## src/hw/rtl/stbs_pkg.sv

```systemverilog
// Shared types and constants of the snapshot time bar sampler.
// Used by the front, queue, back, top level and checker modules.
package stbs_pkg;

  localparam int TABLE_SLOTS = 1024;
  localparam int SLOT_W      = (TABLE_SLOTS > 1) ? $clog2(TABLE_SLOTS) : 1;
  localparam int CNT_W       = $clog2(TABLE_SLOTS + 1);

  localparam int TIME_W    = 28;
  localparam int CODE_W    = 20;
  localparam int OTIME_W   = 57;
  localparam int TAG_W     = 32;
  localparam int FSLOT_W   = 10;
  localparam int CFG_IDX_W = 3;
  localparam int TOD_W     = 30;

  localparam logic [CFG_IDX_W-1:0] REG_AM_START  = 3'd0;
  localparam logic [CFG_IDX_W-1:0] REG_AM_END    = 3'd1;
  localparam logic [CFG_IDX_W-1:0] REG_PM_START  = 3'd2;
  localparam logic [CFG_IDX_W-1:0] REG_PM_END    = 3'd3;
  localparam logic [CFG_IDX_W-1:0] REG_STEP_MODE = 3'd4;

  localparam logic [1:0] STEP_30S  = 2'd0;
  localparam logic [1:0] STEP_60S  = 2'd1;
  localparam logic [1:0] STEP_300S = 2'd2;

  localparam logic KIND_SNAP  = 1'b0;
  localparam logic KIND_FLUSH = 1'b1;
  localparam logic STAT_BAR   = 1'b0;
  localparam logic STAT_FULL  = 1'b1;

  // Largest bar end the grid can produce (15:05:00.000).
  localparam logic [TIME_W-1:0] BAR_MAX = 28'd150500000;

  typedef struct packed {
    logic               kind;
    logic [CODE_W-1:0]  security_code;
    logic [OTIME_W-1:0] orig_time;
    logic [TAG_W-1:0]   snapshot_tag;
    logic [FSLOT_W-1:0] flush_slot;
  } in_req_t;

  typedef struct packed {
    logic              status;
    logic [TIME_W-1:0] bar_time;
    logic [CODE_W-1:0] bar_code;
    logic [TAG_W-1:0]  bar_tag;
  } out_req_t;

  typedef struct packed {
    logic [TIME_W-1:0] am_start;
    logic [TIME_W-1:0] am_end;
    logic [TIME_W-1:0] pm_start;
    logic [TIME_W-1:0] pm_end;
    logic [1:0]        step_mode;
  } cfg_t;

  // Classified request handed from the front to the back.
  typedef struct packed {
    logic               kind;
    logic [CODE_W-1:0]  code;
    logic [TAG_W-1:0]   tag;
    logic [TIME_W-1:0]  bar;
    logic [FSLOT_W-1:0] slot;
  } item_t;

  // One table row.
  typedef struct packed {
    logic [CODE_W-1:0] code;
    logic [TIME_W-1:0] bar;
    logic [TAG_W-1:0]  tag;
  } row_t;

endpackage

```

## src/hw/rtl/stbs_fifo.sv

```systemverilog
// Two-entry queue of classified requests between the front and the back.
// Depends on stbs_pkg for the item type.
module stbs_fifo import stbs_pkg::*; (
  input  logic  clk_i,
  input  logic  rst_ni,
  input  logic  push_i,
  input  item_t push_item_i,
  output logic  full_o,
  input  logic  pop_i,
  output item_t pop_item_o,
  output logic  empty_o
);

  item_t      mem_q [2];
  logic       wr_ptr_q, wr_ptr_d;
  logic       rd_ptr_q, rd_ptr_d;
  logic [1:0] cnt_q, cnt_d;

  assign full_o     = (cnt_q == 2'd2);
  assign empty_o    = (cnt_q == 2'd0);
  assign pop_item_o = mem_q[rd_ptr_q];

  always_comb begin
    wr_ptr_d = wr_ptr_q;
    rd_ptr_d = rd_ptr_q;
    cnt_d    = cnt_q;
    if (push_i && !full_o) begin
      wr_ptr_d = ~wr_ptr_q;
      cnt_d    = cnt_d + 2'd1;
    end
    if (pop_i && !empty_o) begin
      rd_ptr_d = ~rd_ptr_q;
      cnt_d    = cnt_d - 2'd1;
    end
  end

  always_ff @(posedge clk_i or negedge rst_ni) begin
    if (!rst_ni) begin
      wr_ptr_q <= 1'b0;
      rd_ptr_q <= 1'b0;
      cnt_q    <= 2'd0;
    end else begin
      wr_ptr_q <= wr_ptr_d;
      rd_ptr_q <= rd_ptr_d;
      cnt_q    <= cnt_d;
    end
  end

  always_ff @(posedge clk_i) begin
    if (push_i && !full_o) begin
      mem_q[wr_ptr_q] <= push_item_i;
    end
  end

endmodule

```

## config.mk

```make
export PLATFORM = sky130hd
export DESIGN_NAME = stbs_fifo
export DESIGN_NICKNAME = d
export VERILOG_FILES = /design/src/hw/rtl/stbs_pkg.sv /design/src/hw/rtl/stbs_fifo.sv
export SDC_FILE = /design/constraint.sdc
export NUM_CORES = 1
export LEC_CHECK = 0
export ABC_AREA = 1
export BUFFER_PORTS_ARGS = -buffer_cell sky130_fd_sc_hd__buf_2
export CORE_MARGIN = 2
export CORE_UTILIZATION = 50
export CTS_BUF_LIST = sky130_fd_sc_hd__clkbuf_16
export CTS_CLUSTER_DIAMETER = 30
export DETAILED_ROUTE_END_ITERATION = 10
export MAX_ROUTING_LAYER = met4
export PLACE_DENSITY = 0.74
export SLEW_MARGIN = 30
export SYNTH_ARGS = -nofsm -noshare
export SYNTH_HDL_FRONTEND = slang
export SYNTH_SLANG_ARGS = --single-unit
```

## constraint.sdc

```tcl
create_clock -name clk_i -period 17.2 [get_ports clk_i]
set_clock_uncertainty 0.2 [all_clocks]
set_input_delay 1.72 -clock clk_i [delete_from_list [all_inputs] [get_ports clk_i]]
set_output_delay 1.72 -clock clk_i [all_outputs]
set_load 0.02 [all_outputs]
```

==> flow_metrics.py <==
metrics = {
    "global_routing": {
        "first_global_vias": 4179,
        "grt_overflow": 0,
        "grt_pass1_wl_mm": 20.1,
        "grt_max_degree": 94,
        "antenna_found_initial": 1,
        "grt_use_total_pct": 18.7,
    },
    "cells_and_area": {
        "fin_cells": 889,
        "layout.nets": 796,
        "layout-drive-gt1-share_pct": 31.0,
        "areaGrowthSynthToFinish_pct": 23.1,
    },
    "floorplanning": {
        "die_h_um": 121,
        "num_rows": 42,
        "die_w_um": 121,
        "dieArea_sq_um": 14700,
        "core_sq_um": 13300,
        "ios": 188,
        "start_util_pct": 51.6,
    },
    "place": {
        "dp_cells": 855,
        "place_hpwl_mm": 8.00,
        "port_buffers": 187,
        "place.gp.congestion": 0.745,
    },
    "route": {
        "drtPass1Iterations": 4,
        "postRouteAntennaNets": 0,
        "wl_per_cell_um": 14.6,
        "num_vias": 4267,
        "drtIter0Drc": 398,
        "viasPerCell": 4.80,
        "drcViolationCount": 0,
        "wl_mm": 12.9,
    },
    "min_path": {
        "min_path_type": "reg -> reg",
    },
    "setup_path": {
        "path_max_fanout": 80,
        "criticalPathCategory": "reg -> out",
        "arrival_ns": 2.46,
        "required_ns": 15.28,
        "end_kind": "primary output",
        "start_kind": "flip-flop",
    },
    "clock_network": {
        "holdBufCountCts": 0,
        "htreeDepth": 4,
        "cts_max_path_buffers": 2,
        "cts_num_sinks": 186,
        "clk_pin_slew_ns": 0.06,
        "post-cts-setup-buffer-count": 0,
        "clockRootBuffer": "clkbuf_16",
        "cts_tree": "yes",
        "worstSkewPairLatency_ns": 0.41,
        "cts_inserted_buffers": 17,
        "cts_resized": 0,
    },
    "run": {
        "maxCapViolCount": 0,
    },
    "synthesis": {
        "yosys-top-cells-area": "edfxtp_1 79%, nand2_1 15%, buf_6 1.5%",
        "yosysMostFrequentCell": "nand2_1",
        "synth_area_sq_um": 6890,
        "synthArstFlopShare_pct": 2.15,
        "netlist_top_cells_count": "282 x nand2_1, 182 x edfxtp_1, 10 x buf_2, 9 x buf_6, 7 x inv_1",
        "synth_seq_cells": 186,
        "yosys.area.top_type_share_pct": 79.3,
        "netlist_instances": 508,
        "yosys.area.top_type": "edfxtp_1",
        "synth-edff-count": 182,
        "ys_seq_area_share_pct": 80.8,
        "synth_nets": 605,
        "synth.distinct_cells": 12,
        "avgSynthCellArea_sq_um": 13.6,
        "synthFlopType": "edfxtp_1",
        "yosysWarnings": 0,
    },
    "timing": {
        "tightest_slew_ns": 0.865,
        "slew_viol_final": 0,
        "grt_setup_unrepaired": "no",
        "slew_headroom_pct": 42.3,
        "whs_ns": 0.405,
        "fin_tns_setup_ns": 0,
        "max_freq_ghz": 0.228,
        "min_period_over_period_pct": 25.5,
        "setup_viol": 0,
        "min_period_ns": 4.38,
        "hold_viol": 0,
    },
    "power_and_ir_drop": {
        "power_density_nw_per_um2": 181,
        "finalPower_uw": 1540,
        "p_leak_uw": 0.00368,
        "vdd_drop_max_uv": 103,
    },
    "run_status": {
        "status": "complete, no violations",
    },
}
final timing paths:
| check | start | end | slack (ns) | cells past startpoint |
|---|---|---|---|---|
| setup reg to reg | cnt_q[0] | mem_q[1][40] | 14.74 | 6 |
| max in group asynchronous | rst_ni | rd_ptr_q | 15.75 | 1 |
| setup / recovery | rd_ptr_q | pop_item_o[81] | 12.82 | 5 |
| min in group asynchronous | rst_ni | rd_ptr_q | 0.90 | 1 |
| hold / removal | cnt_q[0] | cnt_q[0] | 0.40 | 3 |
| hold reg to reg | cnt_q[0] | cnt_q[0] | 0.40 | 3 |
state kept, by name (all words and copies together) (netlist names):
register  cells
mem_q       182
rd_ptr_q      1
wr_ptr_q      1
cnt_q         2
cell type report:
| type | instances | area (sq um) |
|---|---|---|
| antenna | 1 | 2.50 |
| clock buffer | 17 | 425 |
| clock inverter | 15 | 88.8 |
| fill | 1008 | 4870 |
| inverter | 8 | 30.0 |
| multi-input combinational | 295 | 1160 |
| sequential | 186 | 5570 |
| tap | 176 | 220 |
| timing repair buffer | 191 | 986 |
logic make-up (layout without fill, tap and decap cells):
group	Yosys count	in the layout	synth area share, %
adder cells (fa/ha/maj)	2	2	0.363
XOR/XNOR	2	2	0.254
other	0	1	0
AND/OR/NAND/NOR	291	291	16.0
flip-flops	186	186	80.8
buffers and inverters	27	231	2.63
per-layer routing:
metal / vias up / routed length, um / part of all wire (%) / global-route usage [%]
met5: - / 0 / 0 / -
met4: 0 / 227 / 1.8 / 7.04
met3: 20 / 926 / 7.2 / 5.64
met2: 149 / 6530 / 50 / 29.5
met1: 2006 / 5260 / 41 / 22.9
li1: 2092 / - / - / -
power breakdown:
group	leakage [uW]	internal (uW)	total, uW	switching, uW
Combinational	0.00169	153	543	391
Sequential	0.00174	622	659	37.0
Clock	0.000247	181	335	153
Total	0.00368	955	1540	581
placed cells by master, fill, tap and decap left out, types with 3 or more instances in the layout:
cell type and n:
inv_1 9, edfxtp_1 182, nand2_1 282, clkbuf_16 17
dfrtp_1 3, nand3_1 5, clkinvlp_4 4, clkinv_1 4
buf_2 187, clkinv_4 3
per-stage QoR:
step                      cell area, sq um  setup slack [ns]  util, %
after detailed placement              7950             12.91     59.5
after global placement                7940             12.96     59.5
after floorplan                       6890             10.81        -
final                                 8480             12.82     63.5
after CTS                             8460             12.45     63.4
after global routing                  8480             12.61     63.5
critical path, cell delays in order, from the launching register on:
cell and delay (ns):
dfrtp_4 0.65, inv_2 0.24, buf_4 0.65, nand2_1 0.11
nand2_1 0.11, buf_2 0.17
No activity file was read; power rests on OpenSTA's default activity.
