$ cat config.mk
export PLATFORM = sky130hd
export DESIGN_NAME = stbs_front
export DESIGN_NICKNAME = d
export VERILOG_FILES = /design/src/hw/rtl/stbs_pkg.sv /design/src/hw/rtl/stbs_front.sv
export SDC_FILE = /design/constraint.sdc
export NUM_CORES = 2
export LEC_CHECK = 0
export ABC_CLOCK_PERIOD_IN_PS = 16100
export CORE_MARGIN = 5
export CORE_UTILIZATION = 55
export DETAILED_ROUTE_END_ITERATION = 6
export DONT_BUFFER_PORTS = 1
export GPL_TIMING_DRIVEN = 1
export PLACE_DENSITY_LB_ADDON = 0.3
export SETUP_SLACK_MARGIN = 0.4
export SLEW_MARGIN = 20
export SYNTH_ARGS = -nofsm -noshare
export SYNTH_HDL_FRONTEND = slang
export SYNTH_SLANG_ARGS = --single-unit
$ cat constraint.sdc
create_clock -name clk_i -period 16.1 [get_ports clk_i]
set_input_delay 1.61 -clock clk_i [delete_from_list [all_inputs] [get_ports clk_i]]
set_output_delay 1.61 -clock clk_i [all_outputs]
set_load 0.05 [all_outputs]
$ cat src/hw/rtl/stbs_pkg.sv
// Shared types and constants of the snapshot time bar sampler.
// Used by the front, queue, back, top level and checker modules.
package stbs_pkg;

  localparam int TABLE_SLOTS = 1024;
  localparam int SLOT_W      = (TABLE_SLOTS > 1) ? $clog2(TABLE_SLOTS) : 1;
  localparam int CNT_W       = $clog2(TABLE_SLOTS + 1);

  localparam int TIME_W    = 28;
  localparam int CODE_W    = 20;
  localparam int OTIME_W   = 57;
  localparam int TAG_W     = 32;
  localparam int FSLOT_W   = 10;
  localparam int CFG_IDX_W = 3;
  localparam int TOD_W     = 30;

  localparam logic [CFG_IDX_W-1:0] REG_AM_START  = 3'd0;
  localparam logic [CFG_IDX_W-1:0] REG_AM_END    = 3'd1;
  localparam logic [CFG_IDX_W-1:0] REG_PM_START  = 3'd2;
  localparam logic [CFG_IDX_W-1:0] REG_PM_END    = 3'd3;
  localparam logic [CFG_IDX_W-1:0] REG_STEP_MODE = 3'd4;

  localparam logic [1:0] STEP_30S  = 2'd0;
  localparam logic [1:0] STEP_60S  = 2'd1;
  localparam logic [1:0] STEP_300S = 2'd2;

  localparam logic KIND_SNAP  = 1'b0;
  localparam logic KIND_FLUSH = 1'b1;
  localparam logic STAT_BAR   = 1'b0;
  localparam logic STAT_FULL  = 1'b1;

  // Largest bar end the grid can produce (15:05:00.000).
  localparam logic [TIME_W-1:0] BAR_MAX = 28'd150500000;

  typedef struct packed {
    logic               kind;
    logic [CODE_W-1:0]  security_code;
    logic [OTIME_W-1:0] orig_time;
    logic [TAG_W-1:0]   snapshot_tag;
    logic [FSLOT_W-1:0] flush_slot;
  } in_req_t;

  typedef struct packed {
    logic              status;
    logic [TIME_W-1:0] bar_time;
    logic [CODE_W-1:0] bar_code;
    logic [TAG_W-1:0]  bar_tag;
  } out_req_t;

  typedef struct packed {
    logic [TIME_W-1:0] am_start;
    logic [TIME_W-1:0] am_end;
    logic [TIME_W-1:0] pm_start;
    logic [TIME_W-1:0] pm_end;
    logic [1:0]        step_mode;
  } cfg_t;

  // Classified request handed from the front to the back.
  typedef struct packed {
    logic               kind;
    logic [CODE_W-1:0]  code;
    logic [TAG_W-1:0]   tag;
    logic [TIME_W-1:0]  bar;
    logic [FSLOT_W-1:0] slot;
  } item_t;

  // One table row.
  typedef struct packed {
    logic [CODE_W-1:0] code;
    logic [TIME_W-1:0] bar;
    logic [TAG_W-1:0]  tag;
  } row_t;

endpackage

$ cat src/hw/rtl/stbs_front.sv
// Front part: accepts requests, reduces the timestamp to the time of day,
// splits it into hours, minutes and seconds, filters by session and finds the bar end.
// Depends on stbs_pkg.
module stbs_front import stbs_pkg::*; (
  input  logic    clk_i,
  input  logic    rst_ni,
  input  cfg_t    cfg_i,
  input  logic    in_valid_i,
  output logic    in_stall_o,
  input  in_req_t in_req_i,
  output logic    push_o,
  output item_t   push_item_o,
  input  logic    full_i
);

  localparam logic [2:0] F_IDLE  = 3'd0;
  localparam logic [2:0] F_EST   = 3'd1;
  localparam logic [2:0] F_REM   = 3'd2;
  localparam logic [2:0] F_FIX   = 3'd3;
  localparam logic [2:0] F_CLASS = 3'd4;
  localparam logic [2:0] F_PUSH  = 3'd5;

  localparam logic [1:0] PH_DAY = 2'd0;
  localparam logic [1:0] PH_HR  = 2'd1;
  localparam logic [1:0] PH_MIN = 2'd2;
  localparam logic [1:0] PH_SEC = 2'd3;

  // Reciprocals rounded down: 2^59 / 1e9 for the day, 2^32 / divisor for the digit pairs.
  // Each estimate is at most one below the true quotient, so one correction step suffices.
  localparam logic [29:0] RC_DAY = 30'd576460752;
  localparam logic [22:0] RC_HR  = 23'd429;
  localparam logic [22:0] RC_MIN = 23'd42949;
  localparam logic [22:0] RC_SEC = 23'd4294967;

  localparam logic [TOD_W-1:0] D_DAY = 30'd1000000000;
  localparam logic [TOD_W-1:0] D_HR  = 30'd10000000;
  localparam logic [TOD_W-1:0] D_MIN = 30'd100000;
  localparam logic [TOD_W-1:0] D_SEC = 30'd1000;

  localparam logic [TOD_W-1:0] T0930    = 30'd93000000;
  localparam logic [TOD_W-1:0] T1300    = 30'd130000000;
  localparam logic [TOD_W-1:0] AM_LAST1 = 30'd113100000;
  localparam logic [TOD_W-1:0] AM_LAST5 = 30'd113500000;
  localparam logic [TOD_W-1:0] PM_LAST1 = 30'd150100000;
  localparam logic [TOD_W-1:0] PM_LAST5 = 30'd150500000;

  logic [2:0]         st_q, st_d;
  logic [1:0]         ph_q, ph_d;
  logic [OTIME_W-1:0] x_q, x_d;
  logic [TOD_W-1:0]   val_q, val_d;
  logic [27:0]        est_q, est_d;
  logic [30:0]        rem_q, rem_d;
  logic [TOD_W-1:0]   tod_q, tod_d;
  logic [6:0]         hh_q, hh_d, mm_q, mm_d, ss_q, ss_d;
  item_t              it_q, it_d;

  logic [22:0]        rc;
  logic [TOD_W-1:0]   dsel;
  logic [27:0]        est;
  logic [30:0]        prod_back, rem_base, rem, rem_fix;
  logic               ge;
  logic [6:0]         dig;

  logic               in_sess;
  logic [6:0]         nh, nm, ns;
  logic [TOD_W-1:0]   nxt, am_last, pm_last;
  logic [TIME_W-1:0]  bar;

  // First multiple of five minutes strictly above m, for m below 60.
  function automatic logic [6:0] next_five(input logic [6:0] m);
    logic [6:0] r;
    r = 7'd5;
    for (int i = 1; i < 12; i++) begin
      if (m >= 7'(5 * i)) r = 7'(5 * (i + 1));
    end
    return r;
  endfunction

  assign in_stall_o  = (st_q != F_IDLE);
  assign push_o      = (st_q == F_PUSH) && !full_i;
  assign push_item_o = it_q;

  // Bar end from the split time of day. Minutes or seconds above 59 order after the
  // whole minute or hour, so they roll over to the next one.
  always_comb begin
    nh = hh_q;
    nm = mm_q;
    ns = 7'd0;
    if (mm_q >= 7'd60) begin
      nh = hh_q + 7'd1;
      nm = 7'd0;
    end else begin
      case (cfg_i.step_mode)
        STEP_30S: begin
          if (ss_q < 7'd30) ns = 7'd30;
          else nm = mm_q + 7'd1;
        end
        STEP_300S: nm = next_five(mm_q);
        default:   nm = mm_q + 7'd1;
      endcase
      if (nm == 7'd60) begin
        nh = hh_q + 7'd1;
        nm = 7'd0;
      end
    end
    nxt = TOD_W'(32'(nh) * 32'd10000000 + 32'(nm) * 32'd100000 + 32'(ns) * 32'd1000);

    if (cfg_i.step_mode == STEP_300S) begin
      am_last = AM_LAST5;
      pm_last = PM_LAST5;
    end else begin
      am_last = AM_LAST1;
      pm_last = PM_LAST1;
    end

    if (tod_q < T0930) bar = TIME_W'(T0930);
    else if (tod_q < am_last) bar = TIME_W'(nxt);
    else if (tod_q < T1300) bar = TIME_W'(T1300);
    else if (tod_q < pm_last) bar = TIME_W'(nxt);
    else bar = '0;

    in_sess = (tod_q >= TOD_W'(cfg_i.am_start) && tod_q < TOD_W'(cfg_i.am_end)) ||
              (tod_q >= TOD_W'(cfg_i.pm_start) && tod_q < TOD_W'(cfg_i.pm_end));
  end

  // Divide by a constant through the estimate, remainder and correction states.
  always_comb begin
    unique case (ph_q)
      PH_HR: begin
        rc   = RC_HR;
        dsel = D_HR;
      end
      PH_MIN: begin
        rc   = RC_MIN;
        dsel = D_MIN;
      end
      PH_SEC: begin
        rc   = RC_SEC;
        dsel = D_SEC;
      end
      default: begin
        rc   = RC_HR;
        dsel = D_DAY;
      end
    endcase
    est = (ph_q == PH_DAY) ? 28'((60'(x_q[OTIME_W-1:27]) * 60'(RC_DAY)) >> 32)
                           : 28'((53'(val_q) * 53'(rc)) >> 32);
    // The remainder is below twice the divisor, so the low 31 bits are exact.
    prod_back = 31'(58'(est_q) * 58'(dsel));
    rem_base  = (ph_q == PH_DAY) ? x_q[30:0] : 31'(val_q);
    rem       = rem_base - prod_back;
    ge        = (rem_q >= 31'(dsel));
    rem_fix   = ge ? rem_q - 31'(dsel) : rem_q;
    dig       = est_q[6:0] + 7'(ge);
  end

  always_comb begin
    st_d  = st_q;
    ph_d  = ph_q;
    x_d   = x_q;
    val_d = val_q;
    est_d = est_q;
    rem_d = rem_q;
    tod_d = tod_q;
    hh_d  = hh_q;
    mm_d  = mm_q;
    ss_d  = ss_q;
    it_d  = it_q;

    unique case (st_q)
      F_IDLE: begin
        if (in_valid_i) begin
          it_d.kind = in_req_i.kind;
          it_d.code = in_req_i.security_code;
          it_d.tag  = in_req_i.snapshot_tag;
          it_d.slot = in_req_i.flush_slot;
          it_d.bar  = '0;
          x_d       = in_req_i.orig_time;
          ph_d      = PH_DAY;
          st_d      = (in_req_i.kind == KIND_FLUSH) ? F_PUSH : F_EST;
        end
      end
      F_EST: begin
        est_d = est;
        st_d  = F_REM;
      end
      F_REM: begin
        rem_d = rem;
        st_d  = F_FIX;
      end
      F_FIX: begin
        val_d = rem_fix[TOD_W-1:0];
        st_d  = F_EST;
        unique case (ph_q)
          PH_DAY: begin
            tod_d = rem_fix[TOD_W-1:0];
            ph_d  = PH_HR;
          end
          PH_HR: begin
            hh_d = dig;
            ph_d = PH_MIN;
          end
          PH_MIN: begin
            mm_d = dig;
            ph_d = PH_SEC;
          end
          default: begin
            ss_d = dig;
            st_d = F_CLASS;
          end
        endcase
      end
      F_CLASS: begin
        it_d.bar = bar;
        st_d     = in_sess ? F_PUSH : F_IDLE;
      end
      F_PUSH: begin
        if (!full_i) st_d = F_IDLE;
      end
      default: st_d = F_IDLE;
    endcase
  end

  always_ff @(posedge clk_i or negedge rst_ni) begin
    if (!rst_ni) begin
      st_q <= F_IDLE;
    end else begin
      st_q <= st_d;
    end
  end

  always_ff @(posedge clk_i) begin
    ph_q  <= ph_d;
    x_q   <= x_d;
    val_q <= val_d;
    est_q <= est_d;
    rem_q <= rem_d;
    tod_q <= tod_d;
    hh_q  <= hh_d;
    mm_q  <= mm_d;
    ss_q  <= ss_d;
    it_q  <= it_d;
  end

endmodule

==> run metrics <==
Via Count 40000; CP Launch Point cfg_i[0]; Num CTS Buffers 36; number of synthesized flops with an enable pin 285; Die X 332 um; die area 0.110 mm2; share of cells above drive strength 1 2.58%; Achievable Freq 105 MHz; skew final 0.0254 ns; worst r2r src mm_q[1]$_DFFE_PP_; Mapped Cells 5717; setup violation total in the final timing report 0; Synth cell types 89; post-synth top area cell fa_1; area of the multi-input gates 0.0426 mm2; Routed Antenna Nets 0; sequential area share after synthesis 15.1%; WL/cell 21.7 um; core footprint 0.103 mm2; Slew headroom 23.3%; Top FF cell, synth edfxtp_1; crit end category register; GRT Overall Usage 28.3%; mapped cell area 0.0571 mm2; status finished clean; crit path DAT 9.96 ns; filler instances 8913; CTS Sinks 288; Rows 118; fin. max-slew vios 0; CP Data Required Time 16.58 ns; Worst Tran Pin Value 1.15 ns; Async S/R FF share, synth 1.04%; vias in the first global route 42700; # resized after CTS 0; I/O Buffers 0; leading cell types in the layout, fill and taps excluded inv_1, ha_1, fa_1; setup TNS 0 ns; DRC 0; Vias/cell 5.62; Hold Startpoint x_q[0]$_DFFE_PP_; CTS tree done; initial antenna violation count 2; DR iter-0 viols 2663; num ports 331; Syn. warnings 0; hold buffers post-CTS 0; Layout Utilization 58.1%; Die Ht 332 um; clock buffer depth 3; worst-path fanout max 14; gpl congestion 0.969; Final Hold Fails 0; postcts setup bufs 0; clock transition at the registers of the reported paths 0.07 ns; clk_lat worst skew 0.61 ns; Final min period 9.48 ns; Yosys top cell area share 32.0%; RSZ-0062 raised after global routing false; Routed WL 154 mm; Initial Utilization 55.2%; Register Area 0.00863 mm2; detailed placement HPWL 132 mm; hold crit path type register to register; layout net count 7897; root buffer cell clkbuf_16; Setup CP Type input pin to register; GRT overflow 0; most common cell after layout, fill and taps aside inv_1; crit start category input pin; largest net degree at the start of global routing 78; Syn Area/Cell 9.98 um2; area delta synth->final 5.18%; number of max-cap violations 0; flops & latches, synth 288; fin crit share 58.9%; drt pass-1 iters 6; synth top area cells fa_1, ha_1, edfxtp_1; global-route wire length before repair 244 mm; CTS HTree Levels 2
path summary, 6_finish.rpt:
| kind | endpoint | slack, ns | cells past startpoint |
|---|---|---|---|
| hold reg to reg | rem_q[0]$_DFFE_PP_ | 0.61 | 1 |
| hold / removal | rem_q[0]$_DFFE_PP_ | 0.61 | 1 |
| max in group asynchronous | st_q[0]$_DFFE_PN0P_ | 15.32 | 0 |
| min in group asynchronous | st_q[1]$_DFFE_PN0P_ | 0.71 | 0 |
| setup / recovery | push_item_o[37]$_DFFE_PP_ | 6.62 | 28 |
| setup reg to reg | push_item_o[37]$_DFFE_PP_ | 6.65 | 30 |
synth_stat cells, types with 10 or more instances:
library cell     n
nand4_1         38
nand2_1        303
xor2_1          51
inv_1         1488
clkbuf_1        63
mux2i_1         11
ha_1          1038
edfxtp_1       285
nor2_1         224
o211ai_1        23
nor2b_1         63
nand2b_1        64
o21ai_0        142
a31oi_1         33
and3_1          20
and2_1          84
or2_2           17
o21bai_1        20
buf_1           10
a211oi_1        15
nor3_1          75
xnor2_1        122
and4_1          10
o2111ai_1       15
a21oi_1        187
a21o_1         108
nor4_1          13
o31ai_1         21
or3_1           10
nand3_1         51
fa_1           913
o21a_1          37
kinds of logic after synthesis:
family                   synth area share, %
flip-flops                              15.1
XOR/XNOR                                2.69
other                                0.00657
AO/OA/AOI/OAI                           8.00
adder cells (fa/ha/maj)                 54.8
buffers and inverters                   10.4
AND/OR/NAND/NOR                         8.62
multiplexers                           0.331
layout make-up:
cell class,instances,area share [%]
Sequential cell,288,14.4
Clock buffer,39,1.52
Clock inverter,25,0.546
Multi-Input combinational cell,3856,70.9
Timing Repair Buffer,32,0.400
Tap cell,1380,2.88
Inverter,1494,9.34
Antenna cell,1,0.00417
per-stage QoR:
| step | std cells | setup slack (ns) | cell area, um2 | hold WS (ns) |
|---|---|---|---|---|
| 2_1_floorplan | 5723 | 7.16 | 57100 | 0.446 |
| 3_3_place_gp | 7050 | 6.18 | 58800 | 0.592 |
| 3_5_place_dp | 7050 | 6.12 | 58800 | 0.608 |
| 4_1_cts | 7114 | 6.72 | 60000 | 0.616 |
| 5_1_grt | 7114 | 5.99 | 60000 | 0.635 |
| 6_report | 7115 | 6.62 | 60000 | 0.609 |
state kept, by name, indices dropped and copies added (netlist names):
name and cells:
est_q 28, hh_q 7, mm_q 7, ph_q 2, push_item_o 87, rem_q 31
ss_q 6, st_q 3, tod_q 30, val_q 30, x_q 57
worst max-delay path, stage by stage:
cell and delay [ns]:
nand2b_1 0.46, o31ai_1 0.19, nor3_1 0.25, o32ai_1 0.15, o41a_4 0.54, nor2_1 0.48, nand4_1 0.19, xnor2_1 0.65
ha_1 0.37, ha_1 0.28, inv_1 0.05, fa_1 0.48, fa_1 0.40, inv_1 0.06, ha_1 0.18, nor4bb_1 0.37
o21bai_1 0.17, a31oi_1 0.32, xor2_1 0.20, ha_1 0.25, ha_1 0.35, o21ai_0 0.16, o311ai_0 0.66, a41oi_1 0.27
nand3b_1 0.27, or2_2 0.33, a22oi_1 0.16, nand2b_1 0.12
metal layers:
| metal | global-route usage [%] | share of wire, % | vias up |
|---|---|---|---|
| met1 | 35.9 | 39 | 19800 |
| met5 | 0 | 0 | - |
| met3 | 4.40 | 6.7 | 334 |
| met4 | 12.6 | 5.8 | 0 |
| met2 | 48.4 | 48 | 1505 |
| li1 | - | - | 18300 |
Power is not shown: default switching activity piles up to over one toggle a cycle in this logic, so the estimate is an artifact.
